<file path="config.mk">
export PLATFORM = sky130hd
export DESIGN_NAME = ipv4_acl_prefix_match
export DESIGN_NICKNAME = d
export VERILOG_FILES = /design/src/hw/rtl/iapm_pkg.sv /design/src/hw/rtl/iapm_cell.sv /design/src/hw/rtl/iapm_resolve.sv /design/src/hw/rtl/ipv4_acl_prefix_match.sv
export SDC_FILE = /design/constraint.sdc
export NUM_CORES = 2
export LEC_CHECK = 0
export ABC_AREA = 1
export BUFFER_PORTS_ARGS = -buffer_cell sky130_fd_sc_hd__buf_4
export CORE_ASPECT_RATIO = 1.75
export CORE_UTILIZATION = 42
export DETAILED_ROUTE_END_ITERATION = 10
export PLACE_DENSITY = 0.68
export SYNTH_ARGS = -nofsm -noshare
export SYNTH_HDL_FRONTEND = slang
export SYNTH_HIERARCHICAL = 1
export SYNTH_SLANG_ARGS = --single-unit
</file>
<file path="constraint.sdc">
create_clock -name clk -period 9.62 [get_ports clk]
set_input_delay 0.481 -clock clk [delete_from_list [all_inputs] [get_ports clk]]
set_output_delay 0.481 -clock clk [all_outputs]
set_load 0.01 [all_outputs]
</file>
<file path="src/hw/rtl/iapm_pkg.sv">
`timescale 1ns / 1ps
`default_nettype none
package iapm_pkg;

	localparam int ADDR_W = 32;
	localparam int PORT_W = 16;
	localparam int MODE_W = 7;
	localparam int PLEN_W = 6;
	localparam int IDX_W  = 4;
	localparam int CFG_W  = 16;

	localparam logic OP_WRITE = 1'b0;
	localparam logic OP_CHECK = 1'b1;

	localparam logic CFG_RESERVED_PORT_LIMIT = 1'b0;
	localparam logic CFG_DEFAULT_MODE        = 1'b1;

	localparam logic [PORT_W-1:0] RESERVED_PORT_LIMIT_RESET = 16'd1024;
	localparam logic [MODE_W-1:0] DEFAULT_MODE_RESET        = 7'd19;

	localparam logic [MODE_W-1:0] MODE_HOST        = 7'h02;
	localparam logic [MODE_W-1:0] MODE_HOST_SECURE = 7'h10;

	typedef struct packed {
		logic              en;
		logic [IDX_W-1:0]  index;
		logic              enable;
		logic [ADDR_W-1:0] network;
		logic [ADDR_W-1:0] mask;
		logic [MODE_W-1:0] mode;
	} iapm_wr_t;

	typedef struct packed {
		logic              active;
		logic [ADDR_W-1:0] addr;
		logic [PORT_W-1:0] port;
		logic [MODE_W-1:0] mode;
		logic              matched;
		logic              any_valid;
	} iapm_token_t;

	typedef struct packed {
		logic [MODE_W-1:0] mode;
		logic              matched;
	} iapm_result_t;

	function automatic logic [ADDR_W-1:0] prefix_to_mask(input logic [PLEN_W-1:0] len);
		logic [ADDR_W-1:0] m;
		if (len == '0) begin
			m = '0;
		end else if (len >= PLEN_W'(ADDR_W)) begin
			m = '1;
		end else begin
			m = {ADDR_W{1'b1}} << (PLEN_W'(ADDR_W) - len);
		end
		return m;
	endfunction

endpackage
`default_nettype wire

</file>
<file path="src/hw/rtl/iapm_cell.sv">
`timescale 1ns / 1ps
`default_nettype none
module iapm_cell #(
	parameter int CELL_ID = 0
) (
	input  wire                 clk,
	input  wire                 arst_n,
	input  iapm_pkg::iapm_wr_t    wr,
	input  iapm_pkg::iapm_token_t tok_in,
	output iapm_pkg::iapm_token_t tok_out
);
	import iapm_pkg::*;

	logic              valid_q;
	logic [ADDR_W-1:0] network_q;
	logic [ADDR_W-1:0] mask_q;
	logic [MODE_W-1:0] mode_q;
	iapm_token_t       tok_q;
	iapm_token_t       tok_next;
	logic              hit;

	assign hit = wr.en && (int'(wr.index) == CELL_ID);

	always_ff @(posedge clk or negedge arst_n) begin
		if (!arst_n) begin
			valid_q <= 1'b0;
		end else if (hit) begin
			valid_q <= wr.enable;
		end
	end

	always_ff @(posedge clk) begin
		if (hit) begin
			if (wr.enable) begin
				mask_q    <= wr.mask;
				network_q <= wr.network & wr.mask;
				mode_q    <= wr.mode;
			end else begin
				mask_q    <= '0;
				network_q <= '0;
				mode_q    <= '0;
			end
		end
	end

	always_comb begin
		tok_next = tok_in;
		if (valid_q) begin
			tok_next.any_valid = 1'b1;
			if ((tok_in.addr & mask_q) == network_q) begin
				tok_next.mode    = mode_q;
				tok_next.matched = 1'b1;
			end
		end
	end

	always_ff @(posedge clk or negedge arst_n) begin
		if (!arst_n) begin
			tok_q <= '0;
		end else begin
			tok_q <= tok_next;
		end
	end

	assign tok_out = tok_q;

endmodule
`default_nettype wire

</file>
<file path="src/hw/rtl/iapm_resolve.sv">
`timescale 1ns / 1ps
`default_nettype none
module iapm_resolve (
	input  iapm_pkg::iapm_token_t             tok,
	input  wire [iapm_pkg::PORT_W-1:0]        reserved_port_limit,
	input  wire [iapm_pkg::MODE_W-1:0]        default_mode,
	output iapm_pkg::iapm_result_t            res
);
	import iapm_pkg::*;

	logic [MODE_W-1:0] mode;
	logic [MODE_W-1:0] host_bits;

	assign host_bits = MODE_HOST | MODE_HOST_SECURE;

	always_comb begin
		mode = tok.mode;
		if ((mode & MODE_HOST_SECURE) != '0) begin
			mode = mode | MODE_HOST;
			if (tok.port >= reserved_port_limit) begin
				if ((mode & ~host_bits) != '0) begin
					mode = mode & ~host_bits;
				end else begin
					mode = '0;
				end
			end
		end
		if (!tok.any_valid) begin
			res.mode    = default_mode;
			res.matched = 1'b0;
		end else begin
			res.mode    = mode;
			res.matched = tok.matched;
		end
	end

endmodule
`default_nettype wire

</file>
<file path="src/hw/rtl/ipv4_acl_prefix_match.sv">
`timescale 1ns / 1ps
`default_nettype none
// For a rule write, done pulses in the cycle after start and busy never rises.
// A client check passes through a chain of RULE_SLOTS cells, one cell per cycle, and done
// is registered from the last cell's output token; busy stays high until done pulses, so one check
// is in flight at a time. Each word is valid on the outputs while done is high, for a single
// cycle, and the receiver cannot stall it. The valid bit of every slot clears at reset, so
// no clearing pass is needed and the block is ready right after reset.
module ipv4_acl_prefix_match #(
	parameter int RULE_SLOTS = 16
) (
	input  wire                          clk,
	input  wire                          arst_n,
	input  wire                          start,
	output logic                         busy,
	input  wire                          operation,
	input  wire [iapm_pkg::IDX_W-1:0]    rule_index,
	input  wire                          rule_enable,
	input  wire [iapm_pkg::ADDR_W-1:0]   rule_network,
	input  wire [iapm_pkg::PLEN_W-1:0]   prefix_length,
	input  wire [iapm_pkg::MODE_W-1:0]   rule_mode,
	input  wire [iapm_pkg::ADDR_W-1:0]   client_address,
	input  wire [iapm_pkg::PORT_W-1:0]   client_port,
	output logic                         done,
	output logic [iapm_pkg::MODE_W-1:0]  access_mode,
	output logic                         rule_matched,
	output logic                         write_done,
	input  wire                          cfg_write,
	input  wire                          cfg_index,
	input  wire [iapm_pkg::CFG_W-1:0]    cfg_data
);
	import iapm_pkg::*;

	logic              accept;
	logic              busy_q;
	logic              done_q;
	logic [MODE_W-1:0] access_mode_q;
	logic              rule_matched_q;
	logic              write_done_q;
	logic [PORT_W-1:0] reserved_port_limit_q;
	logic [MODE_W-1:0] default_mode_q;
	iapm_wr_t          wr;
	iapm_token_t       chain [0:RULE_SLOTS];
	iapm_result_t      res;

	assign accept = start && !busy_q;

	always_ff @(posedge clk or negedge arst_n) begin
		if (!arst_n) begin
			reserved_port_limit_q <= RESERVED_PORT_LIMIT_RESET;
			default_mode_q        <= DEFAULT_MODE_RESET;
		end else if (cfg_write) begin
			unique case (cfg_index)
				CFG_RESERVED_PORT_LIMIT: reserved_port_limit_q <= cfg_data[PORT_W-1:0];
				CFG_DEFAULT_MODE:        default_mode_q        <= cfg_data[MODE_W-1:0];
				default:                 ;
			endcase
		end
	end

	always_comb begin
		wr.en      = accept && (operation == OP_WRITE);
		wr.index   = rule_index;
		wr.enable  = rule_enable;
		wr.network = rule_network;
		wr.mask    = prefix_to_mask(prefix_length);
		wr.mode    = rule_mode;
	end

	always_comb begin
		chain[0].active    = accept && (operation == OP_CHECK);
		chain[0].addr      = client_address;
		chain[0].port      = client_port;
		chain[0].mode      = '0;
		chain[0].matched   = 1'b0;
		chain[0].any_valid = 1'b0;
	end

	for (genvar g = 0; g < RULE_SLOTS; g++) begin : g_cell
		iapm_cell #(
			.CELL_ID (g)
		) u_cell (
			.clk     (clk),
			.arst_n  (arst_n),
			.wr      (wr),
			.tok_in  (chain[g]),
			.tok_out (chain[g+1])
		);
	end

	iapm_resolve u_resolve (
		.tok                 (chain[RULE_SLOTS]),
		.reserved_port_limit (reserved_port_limit_q),
		.default_mode        (default_mode_q),
		.res                 (res)
	);

	always_ff @(posedge clk or negedge arst_n) begin
		if (!arst_n) begin
			busy_q <= 1'b0;
			done_q <= 1'b0;
		end else begin
			done_q <= wr.en || chain[RULE_SLOTS].active;
			if (chain[0].active) begin
				busy_q <= 1'b1;
			end else if (chain[RULE_SLOTS].active) begin
				busy_q <= 1'b0;
			end
		end
	end

	always_ff @(posedge clk) begin
		if (wr.en) begin
			access_mode_q  <= '0;
			rule_matched_q <= 1'b0;
			write_done_q   <= 1'b1;
		end else if (chain[RULE_SLOTS].active) begin
			access_mode_q  <= res.mode;
			rule_matched_q <= res.matched;
			write_done_q   <= 1'b0;
		end
	end

	assign busy         = busy_q;
	assign done         = done_q;
	assign access_mode  = access_mode_q;
	assign rule_matched = rule_matched_q;
	assign write_done   = write_done_q;

endmodule
`default_nettype wire

</file>
# [After elaboration in Yosys (flattened, before gate mapping)]
# Index checks and enable logic that the tools add are counted.
[totals] in_bits=120 register_bits=2082 out_inout_bits=11
[op_classes] shifts=1 mux=43 addsub=1 bitwise=19 n_lt_le_gt_ge=2 n_eq_ne=31 n_reduce_logical=27
[op_table] op="bitwise AND 32 bit" n=17
[op_table] op="== test 32 bit" n=16
[op_table] op="2-to-1 mux 9 bit" n=16
[op_table] op="2-to-1 mux 8 bit" n=17
[op_table] op="2-to-1 mux 32 bit" n=4
[op_table] op="== test 4 bit, second input constant" n=8
[op_table] op="left shift 32 x 6 -> 32 bit, first input constant" n=1
[op_table] op="2-to-1 mux 7 bit" n=4
[op_table] op="logical AND 1 bit" n=19
[op_table] op="== test 4 x 3 -> 1 bit, second input constant" n=4
[op_table] op="greater-or-equal comparator 16 bit" n=1
[op_table] op="== test 4 x 2 -> 1 bit, second input constant" n=2
[op_table] op="nonzero test 7 bit" n=1
[op_table] op="greater-or-equal comparator 6 bit, second input constant" n=1
[op_table] op="zero test 6 bit" n=1
[op_table] op="subtractor 6 bit, first input constant" n=1
[op_table] op="== test 4 x 1 -> 1 bit, second input constant" n=1
[op_table] op="zero test 4 bit" n=1
[op_table] op="AND reduction 2 bit" n=2
[op_table] op="2-to-1 mux 1 bit" n=2
[op_table] op="inverter 1 bit" n=2
[op_table] op="nonzero test 2 bit" n=1
[op_table] op="zero test 1 bit" n=1
[op_table] op="logical OR 1 bit" n=1

# [Longest topological paths before layout]
[logic_depth] word_depth=6 depth_mapped=17

# [By module]
# Netlist, hierarchy kept.
[by_module_without_submodules] mod="iapm_cell at g_cell[10].u_cell ..." seq_area_each_um2=3608.5 area_per_inst_um2=5072.4 n_inst=4 cells_each=472
[by_module_without_submodules] mod="iapm_cell at g_cell[0].u_cell ..." seq_area_each_um2=3608.5 area_per_inst_um2=5159.9 n_inst=2 cells_each=496
[by_module_without_submodules] mod="iapm_cell at g_cell[1].u_cell ..." seq_area_each_um2=3608.5 area_per_inst_um2=5073.6 n_inst=2 cells_each=472
[by_module_without_submodules] mod="iapm_cell at g_cell[4].u_cell ..." seq_area_each_um2=3608.5 area_per_inst_um2=5068.6 n_inst=2 cells_each=471
[by_module_without_submodules] mod="iapm_cell at g_cell[11].u_cell ..." seq_area_each_um2=3608.5 area_per_inst_um2=5006.1 n_inst=2 cells_each=470
[by_module_without_submodules] mod="iapm_cell at g_cell[13].u_cell ..." seq_area_each_um2=3608.5 area_per_inst_um2=5002.3 n_inst=2 cells_each=468
[by_module_without_submodules] mod="iapm_cell at g_cell[3].u_cell" seq_area_each_um2=3608.5 area_per_inst_um2=5069.9 n_inst=1 cells_each=475
[by_module_without_submodules] mod="iapm_cell at g_cell[12].u_cell" seq_area_each_um2=3608.5 area_per_inst_um2=5067.4 n_inst=1 cells_each=474
[by_module_without_submodules] mod="ipv4_acl_prefix_match" seq_area_each_um2=810.8 area_per_inst_um2=1898.1 n_inst=1 cells_each=240
[by_module_without_submodules] mod="iapm_resolve" seq_area_each_um2=0.0 area_per_inst_um2=575.6 n_inst=1 cells_each=103

# [Worst setup path after synthesis]
# OpenSTA, ideal clock, no wires.
[synth_path] path_type="input-to-reg" startpoint="in operation" endpoint="reg g_cell[10].u_cell.valid_q" required_time_ns=9.520 setup_time_ns=0.100 slack_ns=0.531 arrival_time_ns=8.989 cell_stages=4 path_cell_list="nor3_2 -> nand2_1 -> nor4_1 -> mux2_2"
[synth_via] elab_chain_cells=3
[synth_lines] element="start, declared" line_no="ipv4_acl_prefix_match.sv:16" text="input wire operation,"
[synth_lines] element="inverter 1 bit" line_no="ipv4_acl_prefix_match.sv:62" text="wr.en = accept && (operation == OP_WRITE);"
[synth_lines] element="logical AND 1 bit" line_no="ipv4_acl_prefix_match.sv:62"
[synth_lines] element="logical AND 1 bit" line_no="iapm_cell.sv:22" text="assign hit = wr.en && (int'(wr.index) == CELL_ID);"
[synth_lines] element="net g_cell[10].u_cell.hit" line_no="iapm_cell.sv:20" text="logic hit;"
[synth_lines] element="end signal, assigned" line_no="iapm_cell.sv:28" text="valid_q <= wr.enable;"
[synth_lines] element="end, declared" line_no="iapm_cell.sv:14" text="logic valid_q;"
# The timed path passes the listed nets, and every way through them passes these cells.
# A chain may end at the register's enable or synchronous reset.

==> flow_summary.toml <==
[outcome]
status = "complete, no violations"

[critical_path]
critPathTopFamily = "simple AND/OR/NAND/NOR gates"
slowest_stage = "nor4_2"
required_ns = 10.31
crit_fanout = 61
worstSetupPathType = "flip-flop to flip-flop"
crit_chain = "nor3_4, buf_4, nand2_1, nor4_2, buf_4, mux2_2"
cpPeakStageDelay_ns = 0.86
start_kind = "flip-flop"
crit_path_frequent_cell = "buf_4"
end_kind = "flip-flop"
crit_arrival_ns = 4.02
cp_num_buf_inv = 2

[clocking]
cts-root-buf = "clkbuf_16"
insertion_delay_ns = 0.85
cts-buffers-inserted = 191
cts_tree = "done"
postCtsSetupBuffers = 0
htree_levels = 4
clockBufferDepth = 4
cts.sinks = 2082
clk_pin_slew_worst_paths_ns = 0.07

[drt]
first_pass_iters = 6
ant_nets = 0
viasPerCell = 4.73
vias = 52283
wl_per_cell_um = 18.0
drc_errors = 0
drt_iter0_markers = 3399
routed_wl_mm = 198

[placement]
dpl.cell_count = 10626
portBuffers = 130
gp_congestion = 0.945
hpwlAfterDp_mm = 141

[floorplanning]
io-pin-count = 131
chipWidth_um = 337
dieArea_sq_mm = 0.199
start_util_pct = 42.2
die_y_um = 589
row_count = 215
core_area_sq_mm = 0.196

[power_and_ir_drop]
power_density_mw_per_mm2 = 193
vdd_drop_max_uv = 194
leakagePower_nw = 46.2
p_total_mw = 18.2

[layout]
area_growth_pct = 13.8
drive_gt1_share_pct = 8.85
utilization_pct = 48.1
final_nets = 8423
stdcell_count = 11046

[global_routing]
overflow = 0
grt_max_degree = 255
grt_pass1_vias = 54467
grt_pass1_wl_mm = 301
grt_usage_pct = 20.3
antenna_found_initial = 7

[timing]
slew_violations = 0
fin_tns_setup_ns = 0
fin_skew_ns = 0.0609
min_period_ns = 3.33
grt_setup_unrepaired = "false"
hold_viol_final = 0
setup_violations = 0
finalCritPeriodShare_pct = 34.6
tightest_slew_ns = 1.29
fmax_mhz = 300
slew_headroom_pct = 13.9

[yosys]
yosys_warnings = 6
syn_inst = 7902
syn_area_per_cell_sq_um = 10.5
syn_area_sq_mm = 0.0827

[min_path]
hold_path_class = "input port to flip-flop"

[flow_run]
maxCapViolCount = 0
-- layout by cell type (no fill, tap or decap), drive strengths merged, types with 6 or more instances in the layout --
master	n
a21oi	18
buf	184
bufinv	13
clkbuf	268
clkinv	61
conb	9
dfrtp	933
dfxtp	9
diode	6
dlygate4sd3	67
edfxtp	1136
ha	21
inv	1598
mux2	27
nand2	2510
nand3	422
nand3b	62
nand4	45
nor2	840
nor4	6
o21ai	101
or2	35
xor2	48
-- final cells by class --
cell class / instances / area (sq um)
clock inverters: 79 / 752
diodes: 6 / 15.0
inverters: 1594 / 6030
multi-input cells: 4162 / 18800
well taps: 2604 / 3260
fillers: 17399 / 102000
repair buffers: 251 / 2120
clock buffers: 268 / 5440
flip-flops and latches: 2082 / 57700
-- report_power, final --
part / total [mW] / internal [mW] / switching (mW)
sequential: 9.75 / 9.64 / 0.111
clock: 7.51 / 4.29 / 3.22
combinational: 0.908 / 0.247 / 0.661
total: 18.2 / 14.2 / 3.99
-- final timing paths --
check / startpoint / cells past startpoint / slack [ns] / end
max in group asynchronous: arst_n / 4 / 6.90 / g_cell[3].u_cell/tok_out[53]$_DFF_PN0_
max reg2reg: busy$_DFFE_PN0P_ / 6 / 6.29 / g_cell[10].u_cell/valid_q$_DFFE_PN0P_
min reg2reg: g_cell[12].u_cell/tok_out[13]$_DFF_PN0_ / 0 / 0.30 / g_cell[13].u_cell/tok_out[13]$_DFF_PN0_
min: rule_network[9] / 3 / 0.12 / g_cell[0].u_cell/network_q[9]$_SDFFCE_PN0P_
max: busy$_DFFE_PN0P_ / 6 / 6.29 / g_cell[10].u_cell/valid_q$_DFFE_PN0P_
min in group asynchronous: arst_n / 2 / 0.22 / reserved_port_limit_q[11]$_DFFE_PN0P_
-- flip-flops by register name (all words and copies together) (netlist names) --
register                 cells
default_mode_q               7
busy                         1
g_cell.u_cell/valid_q       16
g_cell.u_cell/network_q    512
g_cell.u_cell/mask_q       512
write_done                   1
g_cell.u_cell/tok_out      896
g_cell.u_cell/mode_q       112
access_mode                  7
rule_matched                 1
done                         1
reserved_port_limit_q       16
-- tightest hold or removal path, delay by kind of cell --
kind	cells	cell delay, ns
buffers and inverters	2	0.26
AND/OR/NAND/NOR	1	0.04
-- per-layer routing --
layer	global-route usage (%)	up-vias	share of wire [%]
met1	18.9	25340	32
li1	-	25072	-
met2	37.6	1287	53
met4	19.8	2	11
met3	2.31	582	3.6
met5	0	-	0.0055
-- through the flow --
stage | instance area [sq um] | hold slack (ns) | setup WS [ns]
global placement | 87300 | 0.331 | 6.20
finish | 94100 | 0.124 | 6.29
global route | 94100 | 0.113 | 6.08
CTS | 94100 | 0.0780 | 6.21
floorplan | 82800 | 0.185 | 0.531
detailed placement | 87300 | 0.335 | 6.14
-- what timing repair did --
item	CTS	global route
hold buffers	67	0
gates resized for setup	0	0
hold endpoints to repair	164	0
Note: power is estimated with default switching activity, not from simulation.
